## config.mk

```make
export PLATFORM = sky130hd
export DESIGN_NAME = sa_regs
export DESIGN_NICKNAME = d
export VERILOG_FILES = /design/src/rtl/sa_pkg.sv /design/src/rtl/sa_regs.sv
export SDC_FILE = /design/constraint.sdc
export NUM_CORES = 1
export LEC_CHECK = 0
export ABC_AREA = 1
export BUFFER_PORTS_ARGS = -buffer_cell sky130_fd_sc_hd__clkbuf_2
export CORE_ASPECT_RATIO = 0.8
export CORE_UTILIZATION = 25
export CTS_BUF_LIST = sky130_fd_sc_hd__clkbuf_16
export DETAILED_ROUTE_END_ITERATION = 10
export PLACE_DENSITY_LB_ADDON = 0.2
export SETUP_SLACK_MARGIN = 0.05
export SLEW_MARGIN = 30
export SYNTH_ARGS = -nofsm -noshare
export SYNTH_HDL_FRONTEND = slang
export SYNTH_SLANG_ARGS = --single-unit
```

## constraint.sdc

```tcl
create_clock -name i_clk -period 2.11 [get_ports i_clk]
set_input_delay 0.1055 -clock i_clk [delete_from_list [all_inputs] [get_ports i_clk]]
set_output_delay 0.1055 -clock i_clk [all_outputs]
set_load 0.005 [all_outputs]
```

## src/rtl/sa_pkg.sv

```systemverilog
// Shared constants, codes and types of the slot allocator.
`default_nettype none

package sa_pkg;

    // Slot store geometry.
    localparam int NUM_SLOTS = 4096;
    localparam int SLOT_W    = $clog2(NUM_SLOTS);
    localparam int ROW_W     = (NUM_SLOTS < 32) ? NUM_SLOTS : 32;
    localparam int BIT_W     = $clog2(ROW_W);
    localparam int ROWS      = NUM_SLOTS / ROW_W;
    localparam int ROW_IDX_W = SLOT_W - BIT_W;

    // Field widths of the request and response words.
    localparam int FUNC_W    = 2;
    localparam int POS_W     = 41;
    localparam int TYPE_W    = 8;
    localparam int BLOB_W    = 64;
    localparam int STATUS_W  = 2;
    localparam int OUT_POS_W = 33;
    localparam int CNT_W     = 13;

    // Object size register and the arithmetic built on it.
    localparam int SZ_W                 = 21;
    localparam logic [SZ_W-1:0] SZ_MAX  = SZ_W'(1048576);
    localparam int MUL_W                = CNT_W + SZ_W;
    localparam int DVD_W                = SLOT_W + SZ_W;
    localparam int DIV_CNT_W            = $clog2(SLOT_W);

    // Configuration port.
    localparam int PADDR_W   = 5;
    localparam int PDATA_W   = 64;
    localparam int REG_IDX_W = 2;

    localparam logic [REG_IDX_W-1:0] REG_SLOT_BYTES = 2'd0;
    localparam logic [REG_IDX_W-1:0] REG_SLOT_LIMIT = 2'd1;
    localparam logic [REG_IDX_W-1:0] REG_REF_TYPE   = 2'd2;
    localparam logic [REG_IDX_W-1:0] REG_REF_BLOB   = 2'd3;

    localparam logic [SZ_W-1:0] SLOT_BYTES_RST = SZ_W'(4096);

    // Operation codes.
    localparam logic [FUNC_W-1:0] FN_FIND    = 2'd0;
    localparam logic [FUNC_W-1:0] FN_TEST    = 2'd1;
    localparam logic [FUNC_W-1:0] FN_ALLOC   = 2'd2;
    localparam logic [FUNC_W-1:0] FN_RELEASE = 2'd3;

    // Status codes.
    localparam logic [STATUS_W-1:0] ST_OK       = 2'd0;
    localparam logic [STATUS_W-1:0] ST_INVALID  = 2'd1;
    localparam logic [STATUS_W-1:0] ST_NOSPACE  = 2'd2;
    localparam logic [STATUS_W-1:0] ST_NOTFOUND = 2'd3;

    // Register file contents.
    typedef struct packed {
        logic [SZ_W-1:0]   slot_bytes;
        logic [CNT_W-1:0]  slot_limit;
        logic [TYPE_W-1:0] ref_type;
        logic [BLOB_W-1:0] ref_blob;
    } t_cfg;

    // Divider result towards the sequencer.
    typedef struct packed {
        logic              done;
        logic              exact;
        logic [SLOT_W-1:0] quot;
    } t_div_res;

endpackage

`default_nettype wire

```

## src/rtl/sa_regs.sv

```systemverilog
// Configuration register file behind the APB-style port.
`default_nettype none

module sa_regs (
    input  wire logic                       i_clk,
    input  wire logic                       i_rst_n,
    input  wire logic                       psel,
    input  wire logic                       penable,
    input  wire logic                       pwrite,
    input  wire logic [sa_pkg::PADDR_W-1:0] paddr,
    input  wire logic [sa_pkg::PDATA_W-1:0] pwdata,
    output logic [sa_pkg::PDATA_W-1:0]      prdata,
    output logic                            pready,
    output sa_pkg::t_cfg                    o_cfg
);

    sa_pkg::t_cfg                  r_cfg;
    logic [sa_pkg::REG_IDX_W-1:0]  reg_idx;
    logic                          wr_en;

    // Registers sit on 8-byte boundaries.
    assign reg_idx = paddr[sa_pkg::PADDR_W-1:3];
    assign wr_en   = psel && penable && pwrite;
    assign pready  = 1'b1;

    // Register writes in the access cycle.
    always_ff @(posedge i_clk) begin
        if (!i_rst_n) begin
            r_cfg.slot_bytes <= sa_pkg::SLOT_BYTES_RST;
            r_cfg.slot_limit <= '0;
            r_cfg.ref_type   <= '0;
            r_cfg.ref_blob   <= '0;
        end else if (wr_en) begin
            case (reg_idx)
                sa_pkg::REG_SLOT_BYTES: r_cfg.slot_bytes <= pwdata[sa_pkg::SZ_W-1:0];
                sa_pkg::REG_SLOT_LIMIT: r_cfg.slot_limit <= pwdata[sa_pkg::CNT_W-1:0];
                sa_pkg::REG_REF_TYPE:   r_cfg.ref_type   <= pwdata[sa_pkg::TYPE_W-1:0];
                sa_pkg::REG_REF_BLOB:   r_cfg.ref_blob   <= pwdata[sa_pkg::BLOB_W-1:0];
                default: begin
                end
            endcase
        end
    end

    // Read-back of the addressed register.
    always_comb begin
        case (reg_idx)
            sa_pkg::REG_SLOT_BYTES: prdata = sa_pkg::PDATA_W'(r_cfg.slot_bytes);
            sa_pkg::REG_SLOT_LIMIT: prdata = sa_pkg::PDATA_W'(r_cfg.slot_limit);
            sa_pkg::REG_REF_TYPE:   prdata = sa_pkg::PDATA_W'(r_cfg.ref_type);
            sa_pkg::REG_REF_BLOB:   prdata = sa_pkg::PDATA_W'(r_cfg.ref_blob);
            default:                prdata = '0;
        endcase
    end

    assign o_cfg = r_cfg;

endmodule

`default_nettype wire

```

==> out/results.ini <==
[outcome]
status = complete, no violations

[place]
place_hpwl_um = 10800
io_buffers = 240
place_congestion = 0.711
dpl.cell_count = 1286

[final_layout]
synthToLayoutAreaGrowth_pct = 35.3
diodes = 0
nNetsFinal = 1108
fill_cells = 2291
stdcell_count = 1303
largest_reg_flops = 106
layout-drive-gt1-share_pct = 26.9
layout_commonest_cell = nor2_1
final_cell_mix = nor2_1, clkbuf_2, nand2_1, nand3_1, inv_1

[sta]
finalHoldViolations = 0
rsz0062_at_grt = false
slew_headroom_pct = 65.2
min_period_ns = 1.30
worst_slew_pin_slew_ns = 0.523
finalSetupViolCount = 0
fin_tns_setup_ns = 0
fin_skew_ns = 0
fmax_mhz = 769
whs_ns = 0.0589
maxSlewViolCount = 0
post-route-period-util_pct = 61.6

[setup_path]
worstSetupPathType = in -> out
regToRegSetupSlack_ns = 1.48
required_ns = 2.00
reg2reg_from = o_cfg[97]$_SDFFE_PN1P_
end_kind = output port
crit_fanout = 11
r2r_end = o_cfg[97]$_SDFFE_PN1P_
start_kind = input pin
arrival_ns = 1.19
reg2regPathDepth = 2

[floorplan]
fp.dieW_um = 162
ios = 245
die_area_mm2 = 0.0209
core_area_mm2 = 0.0199
fp-row-count = 46
start_util_pct = 25.6
die_h_um = 130

[detailed_routing]
drt_first_iter_violations = 287
drtAntennaViolNets = 0
dr_total_vias = 5459
vias_per_cell = 4.19
first_pass_iters = 5
drc = 0
routed_wl_um = 16300
wl_per_cell_um = 12.5

[synthesis]
synth_edf_count = 0
synth_flop_cell = dfxtp_1
netlist_area_mm2 = 0.00509
yosys.area_share.adder_pct = 0
muxShareOfSynthArea_pct = 0
yosysWarningCount = 0
syn_avg_cell_area_um2 = 6.22
netlist_top_cells_area = dfxtp_1, nor2_1, nand2_1
yosys.area.top_type = dfxtp_1
yosysSeqAreaShare_pct = 41.7
synth_compound_gate_area_share_pct = 1.47
synth_top_family_by_area = simple AND/OR/NAND/NOR gates
syn-num-nets = 893
synth_xor_area_share_pct = 0
yosys.cell_types.count = 18
syn_inst = 819
synth.top_cell.area_share_pct = 41.7
ys_async_sr_fraction_pct = 0
synth-simple-area-share_pct = 43.2
synth-seq-cells = 106

[clocking]
cts_tree = yes
cts_root_buf = clkbuf_16
cts_buffers = 9
clk_pin_slew_ns = 0.07
clkSinkCount = 106
clockBufferDepth = 2
clock_latency_ns = 0.34
cts_resized = 0
htree_levels = 3

[flow_run]
max_cap_violations = 0

[global_routing]
grt_pass1_wl_um = 25000
overflow = 0
grt_max_degree = 107
gr-usage-all-layers_pct = 15.1
antenna_found_initial = 1
first_global_vias = 4567

[power_and_ir_drop]
power.density_mw_per_mm2 = 654
ir_drop_mv = 0.374
leakage_nw = 3.47

[hold_path]
holdPathStages = 5
hold_path_end = o_cfg[43]$_SDFFE_PN0P_
hp-start = pwdata[43]
hold_class = in -> reg

-- area by class of cell --
class | instances | area [um^2] | area share, %
sequential | 106 | 2120 | 30.8
inverter | 111 | 417 | 6.05
clock buffer | 9 | 225 | 3.27
tap | 264 | 330 | 4.79
multi-input combinational | 549 | 2290 | 33.3
timing repair buffer | 257 | 1380 | 20.1
clock inverter | 7 | 116 | 1.69
-- through the flow --
stage          setup WS [ns]  instance area, um^2  power [mW]  util [%]
3_5_place_dp           0.649                 6540        2.61      32.8
2_1_floorplan           1.16                 5090        2.40         -
4_1_cts                0.800                 6890        4.59      34.6
3_3_place_gp           0.670                 6540        2.61      32.8
5_1_grt                0.719                 6890        4.72      34.6
6_report               0.810                 6890        4.51      34.6
-- synthesized netlist by cell type, types with 2 or more instances --
library cell / instances
a22o_1: 8
buf_1: 11
buf_2: 20
buf_4: 11
clkbuf_1: 10
dfxtp_1: 106
inv_1: 109
inv_2: 2
nand2_1: 157
nand3_1: 112
nand4_1: 8
nor2_1: 257
nor2_2: 3
-- worst max-delay path, cell delays in order --
cell      delay, ns
clkbuf_2       0.17
inv_1          0.10
nor2_2         0.28
buf_4          0.27
nand2_1        0.06
nand4_1        0.09
clkbuf_2       0.12
-- how the worst max path moves through the flow --
stage | depth (start not counted) | endpoint | start
finish | 7 | prdata[3] | paddr[4]
global route | 7 | prdata[4] | paddr[4]
CTS | 5 | prdata[18] | paddr[4]
detailed placement | 6 | o_cfg[21]$_SDFFE_PN0P_ | pwrite
global placement | 6 | o_cfg[33]$_SDFFE_PN0P_ | pwrite
floorplan | 7 | o_cfg[85]$_SDFFE_PN0P_ | psel
-- logic make-up after synthesis --
family                 count (synthesis)
buffers and inverters                164
AOI/OAI and AO/OA                      9
DFF                                  106
other                                  1
and+or+nand+nor                      539
-- power by group --
| part | switching [mW] | internal (mW) | leakage, nW |
|---|---|---|---|
| Sequential | 0.0375 | 2.04 | 0.858 |
| Combinational | 0.292 | 0.188 | 2.44 |
| Clock | 0.786 | 1.16 | 0.167 |
| Total | 1.11 | 3.39 | 3.47 |
-- layer usage --
| layer | vias to the layer above | GRT usage (%) | share of wire (%) |
|---|---|---|---|
| li1 | 2884 | - | - |
| met1 | 2418 | 20.9 | 50 |
| met2 | 142 | 22.9 | 44 |
| met3 | 13 | 4.26 | 5.7 |
| met4 | 2 | 4.33 | 1.0 |
| met5 | - | 0 | 0.080 |
-- timing repair --
| item | 4_1_cts | 5_1_grt |
|---|---|---|
| endpoints found under the hold margin | 1 | 0 |
| setup endpoints to repair | 0 | 0 |
| hold buffers | 1 | 0 |
| setup buffers | 0 | 0 |
No activity file was read; power rests on OpenSTA's default activity.
