==> src/rtl/sa_pkg.sv <==
// Shared constants, codes and types of the slot allocator.
`default_nettype none

package sa_pkg;

    // Slot store geometry.
    localparam int NUM_SLOTS = 4096;
    localparam int SLOT_W    = $clog2(NUM_SLOTS);
    localparam int ROW_W     = (NUM_SLOTS < 32) ? NUM_SLOTS : 32;
    localparam int BIT_W     = $clog2(ROW_W);
    localparam int ROWS      = NUM_SLOTS / ROW_W;
    localparam int ROW_IDX_W = SLOT_W - BIT_W;

    // Field widths of the request and response words.
    localparam int FUNC_W    = 2;
    localparam int POS_W     = 41;
    localparam int TYPE_W    = 8;
    localparam int BLOB_W    = 64;
    localparam int STATUS_W  = 2;
    localparam int OUT_POS_W = 33;
    localparam int CNT_W     = 13;

    // Object size register and the arithmetic built on it.
    localparam int SZ_W                 = 21;
    localparam logic [SZ_W-1:0] SZ_MAX  = SZ_W'(1048576);
    localparam int MUL_W                = CNT_W + SZ_W;
    localparam int DVD_W                = SLOT_W + SZ_W;
    localparam int DIV_CNT_W            = $clog2(SLOT_W);

    // Configuration port.
    localparam int PADDR_W   = 5;
    localparam int PDATA_W   = 64;
    localparam int REG_IDX_W = 2;

    localparam logic [REG_IDX_W-1:0] REG_SLOT_BYTES = 2'd0;
    localparam logic [REG_IDX_W-1:0] REG_SLOT_LIMIT = 2'd1;
    localparam logic [REG_IDX_W-1:0] REG_REF_TYPE   = 2'd2;
    localparam logic [REG_IDX_W-1:0] REG_REF_BLOB   = 2'd3;

    localparam logic [SZ_W-1:0] SLOT_BYTES_RST = SZ_W'(4096);

    // Operation codes.
    localparam logic [FUNC_W-1:0] FN_FIND    = 2'd0;
    localparam logic [FUNC_W-1:0] FN_TEST    = 2'd1;
    localparam logic [FUNC_W-1:0] FN_ALLOC   = 2'd2;
    localparam logic [FUNC_W-1:0] FN_RELEASE = 2'd3;

    // Status codes.
    localparam logic [STATUS_W-1:0] ST_OK       = 2'd0;
    localparam logic [STATUS_W-1:0] ST_INVALID  = 2'd1;
    localparam logic [STATUS_W-1:0] ST_NOSPACE  = 2'd2;
    localparam logic [STATUS_W-1:0] ST_NOTFOUND = 2'd3;

    // Register file contents.
    typedef struct packed {
        logic [SZ_W-1:0]   slot_bytes;
        logic [CNT_W-1:0]  slot_limit;
        logic [TYPE_W-1:0] ref_type;
        logic [BLOB_W-1:0] ref_blob;
    } t_cfg;

    // Divider result towards the sequencer.
    typedef struct packed {
        logic              done;
        logic              exact;
        logic [SLOT_W-1:0] quot;
    } t_div_res;

endpackage

`default_nettype wire

==> src/rtl/sa_div.sv <==
// Bit-serial restoring divider that turns a byte position into a slot number.
`default_nettype none

module sa_div (
    input  wire logic                     i_clk,
    input  wire logic                     i_rst_n,
    input  wire logic                     i_start,
    input  wire logic [sa_pkg::DVD_W-1:0] i_dvd,
    input  wire logic [sa_pkg::SZ_W-1:0]  i_dvs,
    output sa_pkg::t_div_res              o_res
);

    logic                             r_busy;
    logic                             r_done;
    logic [sa_pkg::DIV_CNT_W-1:0]     r_cnt;
    logic [sa_pkg::DVD_W-1:0]         r_rem;
    logic [sa_pkg::DVD_W-1:0]         r_dsh;
    logic [sa_pkg::SLOT_W-1:0]        r_quot;
    logic                             ge;

    // The quotient is known to stay below the slot count, so only that many
    // quotient bits are produced, one per cycle from the top.
    assign ge = (r_rem >= r_dsh);

    always_ff @(posedge i_clk) begin
        if (!i_rst_n) begin
            r_busy <= 1'b0;
            r_done <= 1'b0;
        end else begin
            r_done <= 1'b0;
            if (i_start) begin
                r_busy <= 1'b1;
                r_cnt  <= sa_pkg::DIV_CNT_W'(sa_pkg::SLOT_W - 1);
                r_rem  <= i_dvd;
                r_dsh  <= sa_pkg::DVD_W'(i_dvs) << (sa_pkg::SLOT_W - 1);
                r_quot <= '0;
            end else if (r_busy) begin
                if (ge) begin
                    r_rem <= r_rem - r_dsh;
                end
                r_dsh  <= r_dsh >> 1;
                r_quot <= {r_quot[sa_pkg::SLOT_W-2:0], ge};
                if (r_cnt == '0) begin
                    r_busy <= 1'b0;
                    r_done <= 1'b1;
                end else begin
                    r_cnt <= r_cnt - sa_pkg::DIV_CNT_W'(1);
                end
            end
        end
    end

    assign o_res.done  = r_done;
    assign o_res.exact = (r_rem == '0);
    assign o_res.quot  = r_quot;

endmodule

`default_nettype wire

==> config.mk <==
export PLATFORM = sky130hd
export DESIGN_NAME = sa_div
export DESIGN_NICKNAME = d
export VERILOG_FILES = /design/src/rtl/sa_pkg.sv /design/src/rtl/sa_div.sv
export SDC_FILE = /design/constraint.sdc
export NUM_CORES = 1
export LEC_CHECK = 0
export CAP_MARGIN = 20
export CORE_MARGIN = 2
export CORE_UTILIZATION = 30
export CTS_CLUSTER_SIZE = 16
export DETAILED_ROUTE_END_ITERATION = 10
export DONT_BUFFER_PORTS = 1
export GPL_TIMING_DRIVEN = 0
export PLACE_DENSITY_LB_ADDON = 0.1
export SLEW_MARGIN = 10
export SYNTH_ARGS = -nofsm -noshare
export SYNTH_HDL_FRONTEND = slang
export SYNTH_SLANG_ARGS = --single-unit
export TNS_END_PERCENT = 20
==> constraint.sdc <==
create_clock -name i_clk -period 8.4 [get_ports i_clk]
set_input_delay 2.52 -clock i_clk [delete_from_list [all_inputs] [get_ports i_clk]]
set_output_delay 2.52 -clock i_clk [all_outputs]
set_load 0.03 [all_outputs]
==> flow_metrics.py <==
metrics = {
    "sta": {
        "fin_crit_ns": 4.95,
        "worst_slew_pin_slew_ns": 0.962,
        "layout_setup_ws_ns": 3.45,
        "fin_tns_setup_ns": 0,
        "hold_viol": 0,
        "rsz0062_at_grt": "false",
        "finalMaxSlewViolations": 0,
        "fmax_mhz": 202,
        "clock_skew_ns": 0.00729,
        "maxSlewHeadroom": 0.354,
        "finalCritPeriodShare": 0.589,
        "setup_viol": 0,
    },
    "logic_synthesis": {
        "synth_edf_count": 81,
        "syn_nets": 669,
        "ys_seq_area_frac": 0.455,
        "synth_flop_cell": "edfxtp_1",
        "avgSynthCellArea_um2": 9.39,
        "yosysWarnings": 0,
        "synth_async_sr_flop_share": 0,
        "synth_area_leaders": "edfxtp_1, ha_1, nand2_1",
        "synth-seq-cells": 83,
        "synth_top_area_cell": "edfxtp_1",
        "syn_area_mm2": 0.00543,
        "postSynthCellCount": 578,
        "synth_top_area_share": 0.448,
        "ys_types": 63,
    },
    "floorplan": {
        "pin_count": 71,
        "die_h_um": 139,
        "start_util": 0.304,
        "rows": 49,
        "core_area_mm2": 0.0178,
        "die_w_um": 139,
        "dieArea_mm2": 0.0192,
    },
    "global_routing": {
        "grt_pass1_vias": 4434,
        "grt_pass1_wl_mm": 24.8,
        "grt_max_degree": 28,
        "grt.total_usage": 0.166,
        "antenna_found_initial": 0,
        "grt_overflow": 0,
    },
    "clocking": {
        "numCtsBuffers": 9,
        "clk_pin_slew_ns": 0.07,
        "ctsLongestPathBuffers": 2,
        "clk_latency_ns": 0.35,
        "cts_tree": "done",
        "postCtsHoldBufs": 0,
        "postCtsSetupBuffers": 0,
        "cts_num_sinks": 83,
        "cts_root_buf": "clkbuf_16",
        "htree_levels": 3,
        "cts_resized": 0,
    },
    "layout": {
        "antenna_cells": 0,
        "area_delta_synth_final_pct": 11.6,
        "drive_gt1_frac": 0.0772,
        "n_fill_cell": 1864,
        "nNetsFinal": 682,
        "finish.utilization": 0.340,
    },
    "setup_path": {
        "worst_setup_path_end_kind": "primary output",
        "crit_chain": "nor4_1 -> nand4_1 -> nor3_1",
        "crit_family": "simple AND/OR/NAND/NOR gates",
        "required_ns": 5.88,
        "critPathMaxFanout": 2,
        "crit_arrival_ns": 2.43,
        "critPathKind": "register to primary output",
        "rrSetupSlack_ns": 5.02,
        "worstSetupStartpointType": "register",
        "cp_num_buf_inv": 0,
        "crit_slowest_cell": "nor3_1",
        "cp_slowest_stage_delay_ns": 0.83,
    },
    "outcome": {
        "outcome": "finished, final reports clean",
    },
    "hold_path": {
        "hold_class": "register to register",
    },
    "detailed_routing": {
        "wirelength_mm": 15.6,
        "wl_per_cell_um": 18.9,
        "drt_iter0_markers": 322,
        "drt_pass1_iterations": 5,
        "drtAntennaViolNets": 0,
        "num_vias": 4291,
        "drc_errors": 0,
        "viasPerCell": 5.20,
    },
    "placed_design": {
        "place_hpwl_mm": 12.0,
        "gp_congestion": 0.803,
        "numPortBuffers": 0,
        "pre_cts_ws_ns": 3.25,
    },
    "pwr": {
        "power.density_mw_per_mm2": 206,
        "peakVddDrop_mv": 0.116,
        "power_mw": 1.25,
        "p_leak_nw": 2.29,
    },
    "flow_run": {
        "max_cap_viol_count": 0,
    },
}
-- area by class of cell --
| class | instances | area (um2) | area share |
|---|---|---|---|
| clock inverters | 5 | 53.8 | 0.00888 |
| clock buffers | 11 | 233 | 0.0384 |
| plain buffers | 31 | 133 | 0.0219 |
| multi-input cells | 420 | 2670 | 0.441 |
| repair buffers | 2 | 47.5 | 0.00784 |
| inverters | 44 | 165 | 0.0272 |
| flip-flops and latches | 83 | 2470 | 0.408 |
| well taps | 229 | 287 | 0.0473 |
-- metal layers --
| metal | wire length (um) | track usage | vias to the layer above |
|---|---|---|---|
| met3 | 599 | 0.0338 | 15 |
| met4 | 293 | 0.0553 | 0 |
| met5 | 0 | 0 | - |
| met2 | 7190 | 0.266 | 93 |
| li1 | - | - | 2109 |
| met1 | 7490 | 0.226 | 2074 |
-- path summary, 6_finish.rpt --
path	cells after the start	start	endpoint
max reg2reg	9	r_rem[3]$_DFFE_PP_	r_rem[10]$_DFFE_PP_
min reg2reg	1	r_busy$_SDFF_PN0_	r_done$_SDFF_PP0_
max	3	r_rem[4]$_DFFE_PP_	o_res[12]
min	1	r_busy$_SDFF_PN0_	r_done$_SDFF_PP0_
-- synth_stat cells, drive strengths merged (2+ instances only) --
cell and n:
inv 43, a21oi 42, a21o 10, nand3b 2, o211ai 5, and2 4, a211oi 3, nor2 36
nor3 12, o21bai 5, o2111ai 2, a31oi 2, a21boi 2, clkbuf 18, nor4 9, xnor2 15
or3 3, nand3 6, nand4 14, dfxtp 2, o31ai 3, xor2 8, edfxtp 81, o221ai 2
mux2i 2, o21a 4, buf 13, ha 33, nand2b 8, a311oi 4, a31o 3, o21ai 69
and3 4, nor2b 13, nand2 80, a2111oi 3
-- sequential cells by signal (all words and copies together) (netlist names) --
| name | count |
|---|---|
| r_done | 1 |
| r_dsh | 32 |
| r_busy | 1 |
| r_rem | 33 |
| r_quot | 12 |
| r_cnt | 4 |
-- cell families after synthesis --
logic type      after synthesis  share of synthesized area
compound gates              164                      0.196
simple gates                196                      0.171
buf+inv                      75                     0.0548
fa+ha+maj                    34                     0.0797
xor+xnor                     23                     0.0371
mux                           3                    0.00576
flops                        83                      0.455
-- stage by stage --
stage / hold WS [ns] / instances / instance area (um2)
3_5_place_dp: 0.486 / 809 / 5780
2_1_floorplan: 0.447 / 578 / 5430
5_1_grt: 0.515 / 825 / 6060
4_1_cts: 0.492 / 825 / 6060
6_report: 0.486 / 825 / 6060
3_3_place_gp: 0.478 / 807 / 5720
-- placed cells by master (no fill, tap or decap), drive strengths merged, types with 4 or more instances in the layout --
cell type / n
nand3: 6
nor4: 9
clkbuf: 29
buf: 15
a21o: 10
o21bai: 5
xor2: 8
nor2: 36
nand2b: 8
ha: 33
nor3: 12
o211ai: 5
inv: 43
nand2: 80
o21a: 4
and3: 4
o21ai: 69
xnor2: 15
nor2b: 13
a21oi: 42
edfxtp: 81
a311oi: 4
and2: 4
nand4: 14
-- power breakdown --
| part | total [mW] | leakage, nW | switching, mW | internal [mW] |
|---|---|---|---|---|
| Combinational | 0.321 | 1.36 | 0.203 | 0.119 |
| Clock | 0.403 | 0.133 | 0.174 | 0.229 |
| Sequential | 0.525 | 0.792 | 0.0241 | 0.501 |
Power figures use the tool's default switching activity.
